File: src/rtl/hkm_pkg.sv
// Package for the heap merger: sizes, item and heap entry types, state
// encoding and small index helpers. Depends on nothing.
package hkm_pkg;

    localparam int MAX_RUNS = 16;
    localparam int IDX_W    = $clog2(MAX_RUNS);
    localparam int CNT_W    = $clog2(MAX_RUNS + 1);
    localparam int CH_W     = IDX_W + 2;
    localparam int CFG_W    = 5;

    localparam logic [CFG_W-1:0] NUM_RUNS_RST = CFG_W'(16);

    typedef struct packed {
        logic signed [31:0] value;
        logic [3:0]         run_id;
        logic               last_in_run;
    } in_item_t;

    typedef struct packed {
        logic signed [31:0] value_res;
        logic [3:0]         run_id_res;
        logic               fetch_next;
        logic               merge_done;
        logic               last_of_step;
    } out_item_t;

    typedef struct packed {
        logic signed [31:0] value;
        logic [3:0]         run;
        logic               last;
    } entry_t;

    // Heap memory port controls driven by the sequencer.
    typedef struct packed {
        logic             we;
        logic [IDX_W-1:0] waddr;
        entry_t           wdata;
        logic [IDX_W-1:0] raddr0;
        logic [IDX_W-1:0] raddr1;
    } ram_ctl_t;

    typedef enum logic [2:0] {
        S_IDLE,
        S_UP_CMP,
        S_UP_PUT,
        S_POP_RD,
        S_POP,
        S_DN_SEL,
        S_DN_CMP,
        S_DN_PUT
    } state_t;

    // Parent of a nonzero heap index.
    function automatic logic [IDX_W-1:0] parent_idx(input logic [IDX_W-1:0] idx);
        logic [IDX_W-1:0] dec;
        dec = idx - IDX_W'(1);
        return dec >> 1;
    endfunction

    // Left child of a heap index, wide enough never to wrap.
    function automatic logic [CH_W-1:0] left_child(input logic [IDX_W-1:0] idx);
        return {1'b0, idx, 1'b1};
    endfunction

    function automatic logic [CH_W-1:0] size_ext(input logic [CNT_W-1:0] size);
        return CH_W'(size);
    endfunction

endpackage

File: src/rtl/hkm_key_cmp.sv
// Shared ordering compare for heap entries: value, then run, then last mark.
// Depends on hkm_pkg.
module hkm_key_cmp (
    input  hkm_pkg::entry_t a,
    input  hkm_pkg::entry_t b,
    output logic            lt
);

    logic [36:0] key_a;
    logic [36:0] key_b;

    // Flipping the sign bit makes the signed order an unsigned one.
    assign key_a = {~a.value[31], a.value[30:0], a.run, a.last};
    assign key_b = {~b.value[31], b.value[30:0], b.run, b.last};
    assign lt    = key_a < key_b;

endmodule

File: src/rtl/hkm_heap_ram.sv
// Heap storage: one write port and two registered read ports.
// Depends on hkm_pkg.
module hkm_heap_ram (
    input  logic              clk,
    input  hkm_pkg::ram_ctl_t ctl,
    output hkm_pkg::entry_t   rd0,
    output hkm_pkg::entry_t   rd1
);

    hkm_pkg::entry_t mem [hkm_pkg::MAX_RUNS];
    hkm_pkg::entry_t rd0_reg;
    hkm_pkg::entry_t rd1_reg;

    // Write port.
    always_ff @(posedge clk)
    begin
        if (ctl.we)
        begin
            mem[ctl.waddr] <= ctl.wdata;
        end
    end

    // Two read ports with registered data.
    always_ff @(posedge clk)
    begin
        rd0_reg <= mem[ctl.raddr0];
        rd1_reg <= mem[ctl.raddr1];
    end

    assign rd0 = rd0_reg;
    assign rd1 = rd1_reg;

endmodule

File: src/rtl/hkm_ctrl.sv
// Sequencer of the heap merger: load phase, sift-up insert, pop and
// sift-down, all through one comparator and the heap memory.
// Depends on hkm_pkg.
module hkm_ctrl (
    input  logic                           clk,
    input  logic                           rst_n,
    input  logic                           start,
    input  hkm_pkg::in_item_t              item,
    input  logic                           cfg_we,
    input  logic [hkm_pkg::CFG_W-1:0]      cfg_wdata,
    input  hkm_pkg::entry_t                rd0,
    input  hkm_pkg::entry_t                rd1,
    input  logic                           cmp_lt,
    output hkm_pkg::ram_ctl_t              ram_ctl,
    output hkm_pkg::entry_t                cmp_a,
    output hkm_pkg::entry_t                cmp_b,
    output logic                           busy,
    output logic                           result_valid,
    output hkm_pkg::out_item_t             result
);

    localparam int IW = hkm_pkg::IDX_W;
    localparam int CW = hkm_pkg::CNT_W;
    localparam int HW = hkm_pkg::CH_W;

    hkm_pkg::state_t state_reg, state_next;
    logic [CW-1:0]   heap_size_reg, heap_size_next;
    logic [CW-1:0]   loaded_reg, loaded_next;
    logic [hkm_pkg::CFG_W-1:0] num_runs_reg;
    logic            pop_pend_reg, pop_pend_next;
    logic            pop_fetch_reg, pop_fetch_next;
    logic            res_valid_reg, res_valid_next;
    logic [IW-1:0]   hole_reg, hole_next;
    logic [IW-1:0]   win_idx_reg, win_idx_next;
    hkm_pkg::entry_t move_reg, move_next;
    hkm_pkg::entry_t win_reg, win_next;
    hkm_pkg::out_item_t res_reg, res_next;

    logic [CW-1:0]   eff_runs;
    logic [CW-1:0]   loaded_inc;
    logic            loading;
    logic            pop_now;
    logic            has_room;
    logic [IW-1:0]   up_parent;
    logic [CW-1:0]   size_m1;
    logic            root_fetch;
    logic [HW-1:0]   lc_root;
    logic            root_has_kids;
    logic [HW-1:0]   lc_sel;
    logic [HW-1:0]   rc_sel;
    logic            right_ok;
    logic [HW-1:0]   lc_win;
    logic            win_has_kids;
    hkm_pkg::entry_t in_entry;

    // Effective run count: zero acts as one, large values clamp to capacity.
    always_comb
    begin
        if (num_runs_reg == '0)
        begin
            eff_runs = CW'(1);
        end
        else if (int'(num_runs_reg) > hkm_pkg::MAX_RUNS)
        begin
            eff_runs = CW'(hkm_pkg::MAX_RUNS);
        end
        else
        begin
            eff_runs = CW'(num_runs_reg);
        end
    end

    // Shared decode terms.
    assign loaded_inc    = loaded_reg + CW'(1);
    assign loading       = loaded_reg < eff_runs;
    assign pop_now       = !(loading && (loaded_inc < eff_runs));
    assign has_room      = heap_size_reg < CW'(hkm_pkg::MAX_RUNS);
    assign up_parent     = hkm_pkg::parent_idx(hole_reg);
    assign size_m1       = heap_size_reg - CW'(1);
    assign root_fetch    = !rd0.last;
    assign lc_root       = hkm_pkg::left_child('0);
    assign root_has_kids = lc_root < hkm_pkg::size_ext(size_m1);
    assign lc_sel        = hkm_pkg::left_child(hole_reg);
    assign rc_sel        = lc_sel + HW'(1);
    assign right_ok      = rc_sel < hkm_pkg::size_ext(heap_size_reg);
    assign lc_win        = hkm_pkg::left_child(win_idx_reg);
    assign win_has_kids  = lc_win < hkm_pkg::size_ext(heap_size_reg);

    always_comb
    begin
        in_entry       = '0;
        in_entry.value = item.value;
        in_entry.run   = item.run_id;
        in_entry.last  = item.last_in_run;
    end

    // Next state.
    always_comb
    begin
        state_next = state_reg;
        case (state_reg)
            hkm_pkg::S_IDLE:
            begin
                if (start)
                begin
                    if (has_room && (heap_size_reg != '0))
                    begin
                        state_next = hkm_pkg::S_UP_CMP;
                    end
                    else if (pop_now)
                    begin
                        state_next = hkm_pkg::S_POP_RD;
                    end
                end
            end
            hkm_pkg::S_UP_CMP:
            begin
                if (cmp_lt)
                begin
                    if (up_parent == '0)
                    begin
                        state_next = hkm_pkg::S_UP_PUT;
                    end
                end
                else
                begin
                    state_next = pop_pend_reg ? hkm_pkg::S_POP_RD : hkm_pkg::S_IDLE;
                end
            end
            hkm_pkg::S_UP_PUT:
            begin
                state_next = pop_pend_reg ? hkm_pkg::S_POP_RD : hkm_pkg::S_IDLE;
            end
            hkm_pkg::S_POP_RD:
            begin
                state_next = hkm_pkg::S_POP;
            end
            hkm_pkg::S_POP:
            begin
                if (size_m1 == '0)
                begin
                    state_next = hkm_pkg::S_IDLE;
                end
                else if (root_has_kids)
                begin
                    state_next = hkm_pkg::S_DN_SEL;
                end
                else
                begin
                    state_next = hkm_pkg::S_DN_PUT;
                end
            end
            hkm_pkg::S_DN_SEL:
            begin
                state_next = hkm_pkg::S_DN_CMP;
            end
            hkm_pkg::S_DN_CMP:
            begin
                if (cmp_lt)
                begin
                    state_next = win_has_kids ? hkm_pkg::S_DN_SEL : hkm_pkg::S_DN_PUT;
                end
                else
                begin
                    state_next = pop_fetch_reg ? hkm_pkg::S_IDLE : hkm_pkg::S_POP_RD;
                end
            end
            hkm_pkg::S_DN_PUT:
            begin
                state_next = pop_fetch_reg ? hkm_pkg::S_IDLE : hkm_pkg::S_POP_RD;
            end
            default:
            begin
                state_next = hkm_pkg::S_IDLE;
            end
        endcase
    end

    // Datapath controls and register updates for each state.
    always_comb
    begin
        ram_ctl         = '0;
        ram_ctl.waddr   = hole_reg;
        ram_ctl.wdata   = move_reg;
        cmp_a           = move_reg;
        cmp_b           = rd0;
        heap_size_next  = heap_size_reg;
        loaded_next     = loaded_reg;
        pop_pend_next   = pop_pend_reg;
        pop_fetch_next  = pop_fetch_reg;
        res_valid_next  = 1'b0;
        res_next        = res_reg;
        hole_next       = hole_reg;
        win_idx_next    = win_idx_reg;
        move_next       = move_reg;
        win_next        = win_reg;
        case (state_reg)
            hkm_pkg::S_IDLE:
            begin
                if (start)
                begin
                    move_next     = in_entry;
                    pop_pend_next = pop_now;
                    if (loading)
                    begin
                        loaded_next = loaded_inc;
                    end
                    // A full heap drops the item; the pops still run.
                    if (has_room)
                    begin
                        heap_size_next = heap_size_reg + CW'(1);
                        hole_next      = heap_size_reg[IW-1:0];
                        if (heap_size_reg == '0)
                        begin
                            ram_ctl.we    = 1'b1;
                            ram_ctl.waddr = '0;
                            ram_ctl.wdata = in_entry;
                        end
                        else
                        begin
                            ram_ctl.raddr0 = hkm_pkg::parent_idx(heap_size_reg[IW-1:0]);
                        end
                    end
                end
            end
            hkm_pkg::S_UP_CMP:
            begin
                // New entry against its parent: move the parent down or settle.
                cmp_a      = move_reg;
                cmp_b      = rd0;
                ram_ctl.we = 1'b1;
                if (cmp_lt)
                begin
                    ram_ctl.wdata  = rd0;
                    hole_next      = up_parent;
                    ram_ctl.raddr0 = hkm_pkg::parent_idx(up_parent);
                end
            end
            hkm_pkg::S_UP_PUT:
            begin
                ram_ctl.we = 1'b1;
            end
            hkm_pkg::S_POP_RD:
            begin
                ram_ctl.raddr0 = '0;
                ram_ctl.raddr1 = size_m1[IW-1:0];
            end
            hkm_pkg::S_POP:
            begin
                // Emit the root; the last entry becomes the sinking one.
                heap_size_next          = size_m1;
                res_valid_next          = 1'b1;
                res_next.value_res      = rd0.value;
                res_next.run_id_res     = rd0.run;
                res_next.fetch_next     = root_fetch;
                res_next.last_of_step   = root_fetch || (size_m1 == '0);
                res_next.merge_done     = !root_fetch && (size_m1 == '0);
                pop_fetch_next          = root_fetch;
                move_next               = rd1;
                hole_next               = '0;
                if ((size_m1 == '0) && !root_fetch)
                begin
                    loaded_next = '0;
                end
                ram_ctl.raddr0 = lc_root[IW-1:0];
                ram_ctl.raddr1 = IW'(lc_root + HW'(1));
            end
            hkm_pkg::S_DN_SEL:
            begin
                // Pick the smaller child.
                cmp_a = rd1;
                cmp_b = rd0;
                if (right_ok && cmp_lt)
                begin
                    win_next     = rd1;
                    win_idx_next = rc_sel[IW-1:0];
                end
                else
                begin
                    win_next     = rd0;
                    win_idx_next = lc_sel[IW-1:0];
                end
            end
            hkm_pkg::S_DN_CMP:
            begin
                // Smaller child against the sinking entry.
                cmp_a      = win_reg;
                cmp_b      = move_reg;
                ram_ctl.we = 1'b1;
                if (cmp_lt)
                begin
                    ram_ctl.wdata  = win_reg;
                    hole_next      = win_idx_reg;
                    ram_ctl.raddr0 = lc_win[IW-1:0];
                    ram_ctl.raddr1 = IW'(lc_win + HW'(1));
                end
            end
            hkm_pkg::S_DN_PUT:
            begin
                ram_ctl.we = 1'b1;
            end
            default:
            begin
                ram_ctl.we = 1'b0;
            end
        endcase
    end

    // Control registers.
    always_ff @(posedge clk or negedge rst_n)
    begin
        if (!rst_n)
        begin
            state_reg     <= hkm_pkg::S_IDLE;
            heap_size_reg <= '0;
            loaded_reg    <= '0;
            num_runs_reg  <= hkm_pkg::NUM_RUNS_RST;
            pop_pend_reg  <= 1'b0;
            pop_fetch_reg <= 1'b0;
            res_valid_reg <= 1'b0;
        end
        else
        begin
            state_reg     <= state_next;
            heap_size_reg <= heap_size_next;
            loaded_reg    <= loaded_next;
            pop_pend_reg  <= pop_pend_next;
            pop_fetch_reg <= pop_fetch_next;
            res_valid_reg <= res_valid_next;
            if (cfg_we)
            begin
                num_runs_reg <= cfg_wdata;
            end
        end
    end

    // Payload registers.
    always_ff @(posedge clk)
    begin
        hole_reg    <= hole_next;
        win_idx_reg <= win_idx_next;
        move_reg    <= move_next;
        win_reg     <= win_next;
        res_reg     <= res_next;
    end

    assign busy         = (state_reg != hkm_pkg::S_IDLE);
    assign result_valid = res_valid_reg;
    assign result       = res_reg;

endmodule

File: src/rtl/heap_kway_merger.sv
// Top level of the k-way heap merger.
// Depends on hkm_pkg, hkm_ctrl, hkm_heap_ram and hkm_key_cmp.
//
// Usage: drive item and pulse start while busy is low; the item is taken
// at that clock edge. cfg_we with cfg_wdata sets the run count; the user
// must write it only while the block is idle, which the block itself does
// not enforce. The first run-count items load the heap and give no result,
// except the one that completes loading. Every later item is inserted,
// then the smallest entry is popped; popping goes on while the popped
// entry was the last of its run, until the heap is empty. Results appear
// on result with result_valid high for exactly one cycle; the receiver
// cannot stall, so each result must be taken when shown. An insert moves
// the new entry up one heap level per comparison and then settles it. A
// pop reads the root and the last entry, registers the root out as the
// result, then sinks the last entry one level per child select and
// compare, and writes it where it lands. The single comparator and the
// single write port of the heap memory make these steps run one after
// another. Items are handled one at a time; a final result may show in
// the first cycle with busy low. Reset clears the heap size, load count and
// sequencer and sets the run count to 16; heap contents are not cleared.
module heap_kway_merger (
    input  logic                      clk,
    input  logic                      rst_n,
    input  logic                      start,
    input  hkm_pkg::in_item_t         item,
    output logic                      busy,
    input  logic                      cfg_we,
    input  logic [hkm_pkg::CFG_W-1:0] cfg_wdata,
    output logic                      result_valid,
    output hkm_pkg::out_item_t        result
);

    hkm_pkg::ram_ctl_t ram_ctl;
    hkm_pkg::entry_t   rd0;
    hkm_pkg::entry_t   rd1;
    hkm_pkg::entry_t   cmp_a;
    hkm_pkg::entry_t   cmp_b;
    logic              cmp_lt;

    // Sequencer.
    hkm_ctrl u_ctrl (
        .clk          (clk),
        .rst_n        (rst_n),
        .start        (start),
        .item         (item),
        .cfg_we       (cfg_we),
        .cfg_wdata    (cfg_wdata),
        .rd0          (rd0),
        .rd1          (rd1),
        .cmp_lt       (cmp_lt),
        .ram_ctl      (ram_ctl),
        .cmp_a        (cmp_a),
        .cmp_b        (cmp_b),
        .busy         (busy),
        .result_valid (result_valid),
        .result       (result)
    );

    // Heap storage.
    hkm_heap_ram u_ram (
        .clk (clk),
        .ctl (ram_ctl),
        .rd0 (rd0),
        .rd1 (rd1)
    );

    // Shared comparator.
    hkm_key_cmp u_cmp (
        .a  (cmp_a),
        .b  (cmp_b),
        .lt (cmp_lt)
    );

endmodule

File: config.mk
export PLATFORM = sky130hd
export DESIGN_NAME = heap_kway_merger
export DESIGN_NICKNAME = d
export VERILOG_FILES = /design/src/rtl/hkm_pkg.sv /design/src/rtl/hkm_key_cmp.sv /design/src/rtl/hkm_heap_ram.sv /design/src/rtl/hkm_ctrl.sv /design/src/rtl/heap_kway_merger.sv
export SDC_FILE = /design/constraint.sdc
export NUM_CORES = 2
export LEC_CHECK = 0
export BUFFER_PORTS_ARGS = -buffer_cell sky130_fd_sc_hd__buf_2
export CORE_AREA = 2 2 314 316
export DETAILED_ROUTE_END_ITERATION = 10
export DIE_AREA = 0 0 316 318
export PLACE_DENSITY_LB_ADDON = 0.3
export SYNTH_ARGS = -nofsm -noshare
export SYNTH_HDL_FRONTEND = slang
export SYNTH_SLANG_ARGS = --single-unit
File: constraint.sdc
create_clock -name clk -period 7.32 [get_ports clk]
set_clock_uncertainty 0.1 [all_clocks]
set_input_delay 0.366 -clock clk [delete_from_list [all_inputs] [get_ports clk]]
set_output_delay 0.366 -clock clk [all_outputs]
set_load 0.05 [all_outputs]
After elaboration in Yosys (flattened, before gate mapping) --
Memory sizes are Yosys's and may differ from the RTL's. A register that Yosys moved wholly into a read port is not among the register bits. Index checks and enable logic that the tools add are counted.
Cells by class: add/subtract/negate cells 8, $lt $le $gt $ge 8, equal/unequal tests 15, multiplexer cells 46, bitwise gates (word level) 2, reductions and logical operators 23
Operator list (number):
- 37-bit one-hot mux with 2 select lines | 2
- 37-bit 2-to-1 mux | 3
- 37-bit one-hot mux with 3 select lines | 1
- 46-bit 2-to-1 mux | 2
- 45-bit 2-to-1 mux | 1
- 42-bit 2-to-1 mux | 1
- 41-bit 2-to-1 mux | 1
- 37-bit < comparator | 1
- 5-bit 2-to-1 mux | 7
- 4-bit one-hot mux with 4 select lines | 2
- 3-bit 2-to-1 mux | 8
- 4-bit 2-to-1 mux | 6
- 3-bit one-hot mux with 8 select lines | 1
- 5-bit one-hot mux with 2 select lines | 2
- 5-bit logical NOT | 3
- 5-bit < comparator | 3
- 3-bit == test, second input constant | 4
- 4-bit one-hot mux with 3 select lines | 1
- 5-bit by 1-bit adder with 5-bit output, second input constant | 2
- 2-bit by 1-bit inequality test with 1-bit output, second input constant | 5
- 2-bit 2-to-1 mux | 4
- 4-bit by 1-bit subtractor with 4-bit output, second input constant | 2
- 5-bit by 1-bit adder with 6-bit output, second input constant | 1
- 3-bit by 2-bit == test with 1-bit output, second input constant | 2
- other kinds (27) | 37
Word-level totals: register bits 142, memory bits (writable) 592, input port bits 46, word-level logic and storage cells 124, memories kept 1
Memory list:
- u_ram.mem | words 16, width 37, read ports 2, clocked after Yosys merged registers in 2, wr ports 1, RTL line hkm_heap_ram.sv:10 | hkm_pkg::entry_t mem [hkm_pkg::MAX_RUNS];

Depth between registers and ports, before layout --
depth in word-level cells 9, gate-level depth with buffers 20

Modules after synthesis --
Synthesis repeated with hierarchy kept, for this count alone.
Unflattened totals: cell total of the unflattened synthesis 2233, area total of the unflattened synthesis 37592.3 µm²
By module, submodules not included:
- hkm_heap_ram | times used 1, cells each 1311, area each 27998.1 µm²
- hkm_ctrl | times used 1, cells each 798, area each 8667.1 µm²
- hkm_key_cmp | times used 1, cells each 124, area each 927.1 µm²

Worst setup path before layout --
OpenSTA, ideal clock, no wires.
path type reg-to-reg, start register u_ctrl.state_reg[0], end register, netlist name u_ram.rd0[26], arrival 4.982 ns, setup slack 2.104 ns, cell stages (with the launch flop) 19, period minus slack after synthesis 5.216 ns, path through dfrtp_1 -> clkbuf_1 -> nor2_1 -> nand2_1 -> buf_1 -> clkbuf_1 -> mux2i_1 -> ha_1 -> nand4_1 -> or4_1 -> a2111o_1 -> o211ai_2 -> and2_1 -> clkbuf_1 -> buf_2 -> buf_2 -> mux2i_1 -> o22ai_1 -> or4_1
On the way: cells in the longest elaborated chain, start to end 6, elaborated cells between the ends (all ways) 13, those cells by class 1 x order compare; 4 x eq/ne; 5 x mux; 2 x bitwise; 1 x reduce/logical
Ends and longest elaborated chain:
- from (decl) | RTL line hkm_ctrl.sv:26 | hkm_pkg::state_t state_reg, state_next;
- from (signal assigned) | RTL line hkm_ctrl.sv:314 | state_reg <= hkm_pkg::S_IDLE;
- from (signal assigned) | RTL line hkm_ctrl.sv:324 | state_reg <= state_next;
- 3-bit == test | RTL line hkm_ctrl.sv:197 | case (state_reg)
- 37-bit one-hot mux with 2 select lines or 37-bit 2-to-1 mux (tied branches) | RTL line hkm_ctrl.sv:197
- 1-bit NOT, on equally long branches | RTL line hkm_key_cmp.sv:13, hkm_key_cmp.sv:14
- 37-bit < comparator | RTL line hkm_key_cmp.sv:15 | assign lt = key_a < key_b;
- 45-bit 2-to-1 mux or 41-bit 2-to-1 mux (tied branches) | RTL line hkm_ctrl.sv:290, hkm_ctrl.sv:232
- 4-bit one-hot mux with 4 select lines * | RTL line hkm_ctrl.sv:197
Every way passes the cells marked *; elsewhere a longest branch is shown, timed or not. A chain may end at the register's enable or synchronous reset.

Final worst setup path --
start register u_ctrl.state_reg[0], end register, netlist name u_ram.rd0[4]
On the way: cells in the longest elaborated chain, start to end 6, elaborated cells between the ends (all ways) 13, those cells by class 1 x order compare; 4 x eq/ne; 5 x mux; 2 x bitwise; 1 x reduce/logical
Ends and longest elaborated chain (RTL line):
- 3-bit == test | hkm_ctrl.sv:197
- 37-bit one-hot mux with 2 select lines or 37-bit 2-to-1 mux (tied branches) | hkm_ctrl.sv:197
- 1-bit NOT, on equally long branches | hkm_key_cmp.sv:13, hkm_key_cmp.sv:14
- 37-bit < comparator | hkm_key_cmp.sv:15
- 45-bit 2-to-1 mux or 41-bit 2-to-1 mux (tied branches) | hkm_ctrl.sv:290, hkm_ctrl.sv:232
- 4-bit one-hot mux with 4 select lines * | hkm_ctrl.sv:197
Marks and branches as above.

==> flow_summary.toml <==
[run_status]
outcome = "finished, final reports clean"

[worst_setup_path]
required_ps = 7720
r2r_start = "u_ctrl.state_reg[0]"
r2r_cells = 17
arrival_ps = 6600
crit_path_end = "u_ram.rd0[4]"
reg2reg_slack_ps = 1130
worstSetupEndpointType = "flip-flop"
crit_chain = "nor2_1, nand2_2, buf_12, mux2i_1, ha_1, a21oi_1, o21ai_0, a2111oi_0, buf_4, o211a_2, o21ai_4, buf_4, o21ai_0, or2_2, buf_4, o22ai_1, or4_1"
crit_type = "reg2reg"
crit_fanout = 22
critPathLaunch = "u_ctrl.state_reg[0]"
rr_endpoint = "u_ram.rd0[4]"
max_stage_delay_ps = 590
path_common_cell = "buf_4"
slowest_stage = "nand2_2"
cp-start-kind = "flip-flop"

[placement]
io_buffers = 86
gp_congestion = 0.920
hpwl_um = 70300

[synthesis]
ys.flop_type = "edfxtp_1"
syn_area_um2 = 38600
syn_nets = 2810
synth_top_family_by_area = "multiplexers"
syn_inst = 2704
synthMuxAreaShare = 0.170
synth_compound_area_frac = 0.105
yosys_register_bits = 808
avgSynthCellArea_um2 = 14.3
ys_warn_count = 0
synthArstFlopShare = 0.0260
synth_fa_ha_area_frac = 0.0194
seq_area_frac_synth = 0.606
synth_edf_count = 713
synth-xor-area-share = 0.00385
synthSimpleGateAreaFrac = 0.0686
synth.distinct_cells = 71

[global_route]
grt_max_degree = 123
grt_pass1_wl_um = 177000
antenna_found_initial = 1
first_global_vias = 26589
grt-ovfl-total = 0
track_usage = 0.238

[clock_tree]
clock_tree.buffer_depth = 3
post_cts_buffers = 0
h-tree-depth = 3
cts_hold_buf = 49
clockRootBuffer = "clkbuf_16"
tritoncts = "built"
clock_latency_ps = 640
cts-resized-gates = 0
clk_pin_slew_ps = 60
cts_buffers = 81
clkSinkCount = 808

[drt]
drt-wirelength-per-cell_um = 29.3
drt_iter0_drc = 3340
avgViaCountPerCell = 6.40
wl_um = 121000
route.antenna.remaining_nets = 0
drcViolationCount = 0
dr.pass1.iters = 6
dr_total_vias = 26464

[finish]
nets = 2891
layout_commonest_cell = "edfxtp_1"
final_cell_mix = "edfxtp_1 (713), mux2i_1 (277), nand2_1 (267)"
regMostFlops = "u_ram.mem"
drive_above_1_share = 0.186
fillCellCount = 8383
area_growth_pct = 13.5
largest_reg_flops = 592
num_antenna_cells = 0

[timing]
period_share = 0.846
max_freq_ghz = 0.161
tightest_slew_ps = 1170
setup-tns-final_ps = 0
finalCriticalPeriod_ps = 6190
final-setup-viol-count = 0
hold_viol_final = 0
maxSlewViolCount = 0
grt_setup_unrepaired = "false"
relSlewSlack = 0.216

[run]
cap_violations = 0

[floorplan]
fp.dieH_um = 318
die_x_um = 316
die_area_um2 = 100000
core_area_um2 = 97400
ioPinCount = 87
row_count = 115
start_util = 0.397

[hold_path]
hp-class = "in2reg"
-- layer usage --
layer / track usage / share of wire
met5: 0 / 0.00011
met4: 0.104 / 0.043
met3: 0.0432 / 0.098
met2: 0.380 / 0.47
met1: 0.316 / 0.39
-- worst max-delay path, delay by kind of cell (launching register included) --
family                     cells  cell delay, ps
and+or+nand+nor                4            2110
AOI/OAI and AO/OA              7            1570
buffers and inverters          4            1210
DFF                            1             540
adders and majority gates      1             330
muxes                          1             140
-- cells by family after synthesis --
| family | count (synthesis) |
|---|---|
| buf+inv | 241 |
| simple gates | 556 |
| compound gates | 557 |
| flops | 808 |
| xor+xnor | 17 |
| fa+ha+maj | 60 |
| mux | 465 |
-- cells in the mapped netlist, drive strengths merged (2+ instances only) --
cell	instances	area (um^2)
dfrtp	20	500
a22o	4	35.0
nor3	19	95.1
mux4	148	3330
inv	21	78.8
xor2	3	26.3
edfxtp	713	21400
and2	3	18.8
a22oi	42	320
o21a	3	22.5
dfxtp	74	1480
buf	85	475
a21oi	62	314
nand3	12	60.1
o21ai	33	180
a211oi	170	1280
a311oi	56	490
or2	2	12.5
or4	38	285
a21o	13	97.6
a31oi	3	18.8
or3	4	25.0
nand2b	6	37.5
o22a	2	17.5
ha	60	751
and3	115	719
mux2i	277	2770
nand4b	2	17.5
o211ai	4	35.0
nand4	5	37.5
o22ai	112	714
nand2	271	1020
a221o	37	370
mux2	40	450
xnor2	14	123
clkbuf	135	508
nor2	70	263
nor2b	6	37.5
-- final cells by class --
class                           instances  area, um^2  share of cell area
Tap cell                             1287        1610              0.0367
Timing Repair Buffer                  218        1770              0.0404
Inverter                               21        81.3             0.00186
Clock inverter                         46         427             0.00973
Sequential cell                       808       23400               0.534
Clock buffer                          100        2170              0.0495
Multi-Input combinational cell       1655       14400               0.328
-- worst min path at each step --
| stage | from | to | slack (ps) | depth (start not counted) |
|---|---|---|---|---|
| 6_report | item[1] | u_ctrl.move_reg[1] | 70 | 3 |
| 5_1_grt | item[1] | u_ctrl.move_reg[1] | 60 | 3 |
| 4_1_cts | item[1] | u_ctrl.move_reg[1] | 10 | 3 |
| 3_5_place_dp | rst_n | u_ctrl.loaded_reg[1] | 270 | 1 |
| 3_3_place_gp | rst_n | u_ctrl.loaded_reg[1] | 260 | 1 |
| 2_1_floorplan | rst_n | u_ctrl.heap_size_reg[0] | -30 | 0 |
-- through the flow --
step / hold slack, ps / utilization / worst slack, ps / instances / area (um^2)
global placement: 264 / 0.418 / 1360 / 3940 / 40700
floorplan: -29.6 / - / 2100 / 2704 / 38600
detailed placement: 271 / 0.418 / 1200 / 3940 / 40700
CTS: 13.1 / 0.450 / 1190 / 4135 / 43800
finish: 72.2 / 0.450 / 1130 / 4135 / 43800
global route: 63.4 / 0.450 / 744 / 4135 / 43800
Power is not shown: default switching activity piles up to over one toggle a cycle in this logic, so the estimate is an artifact.
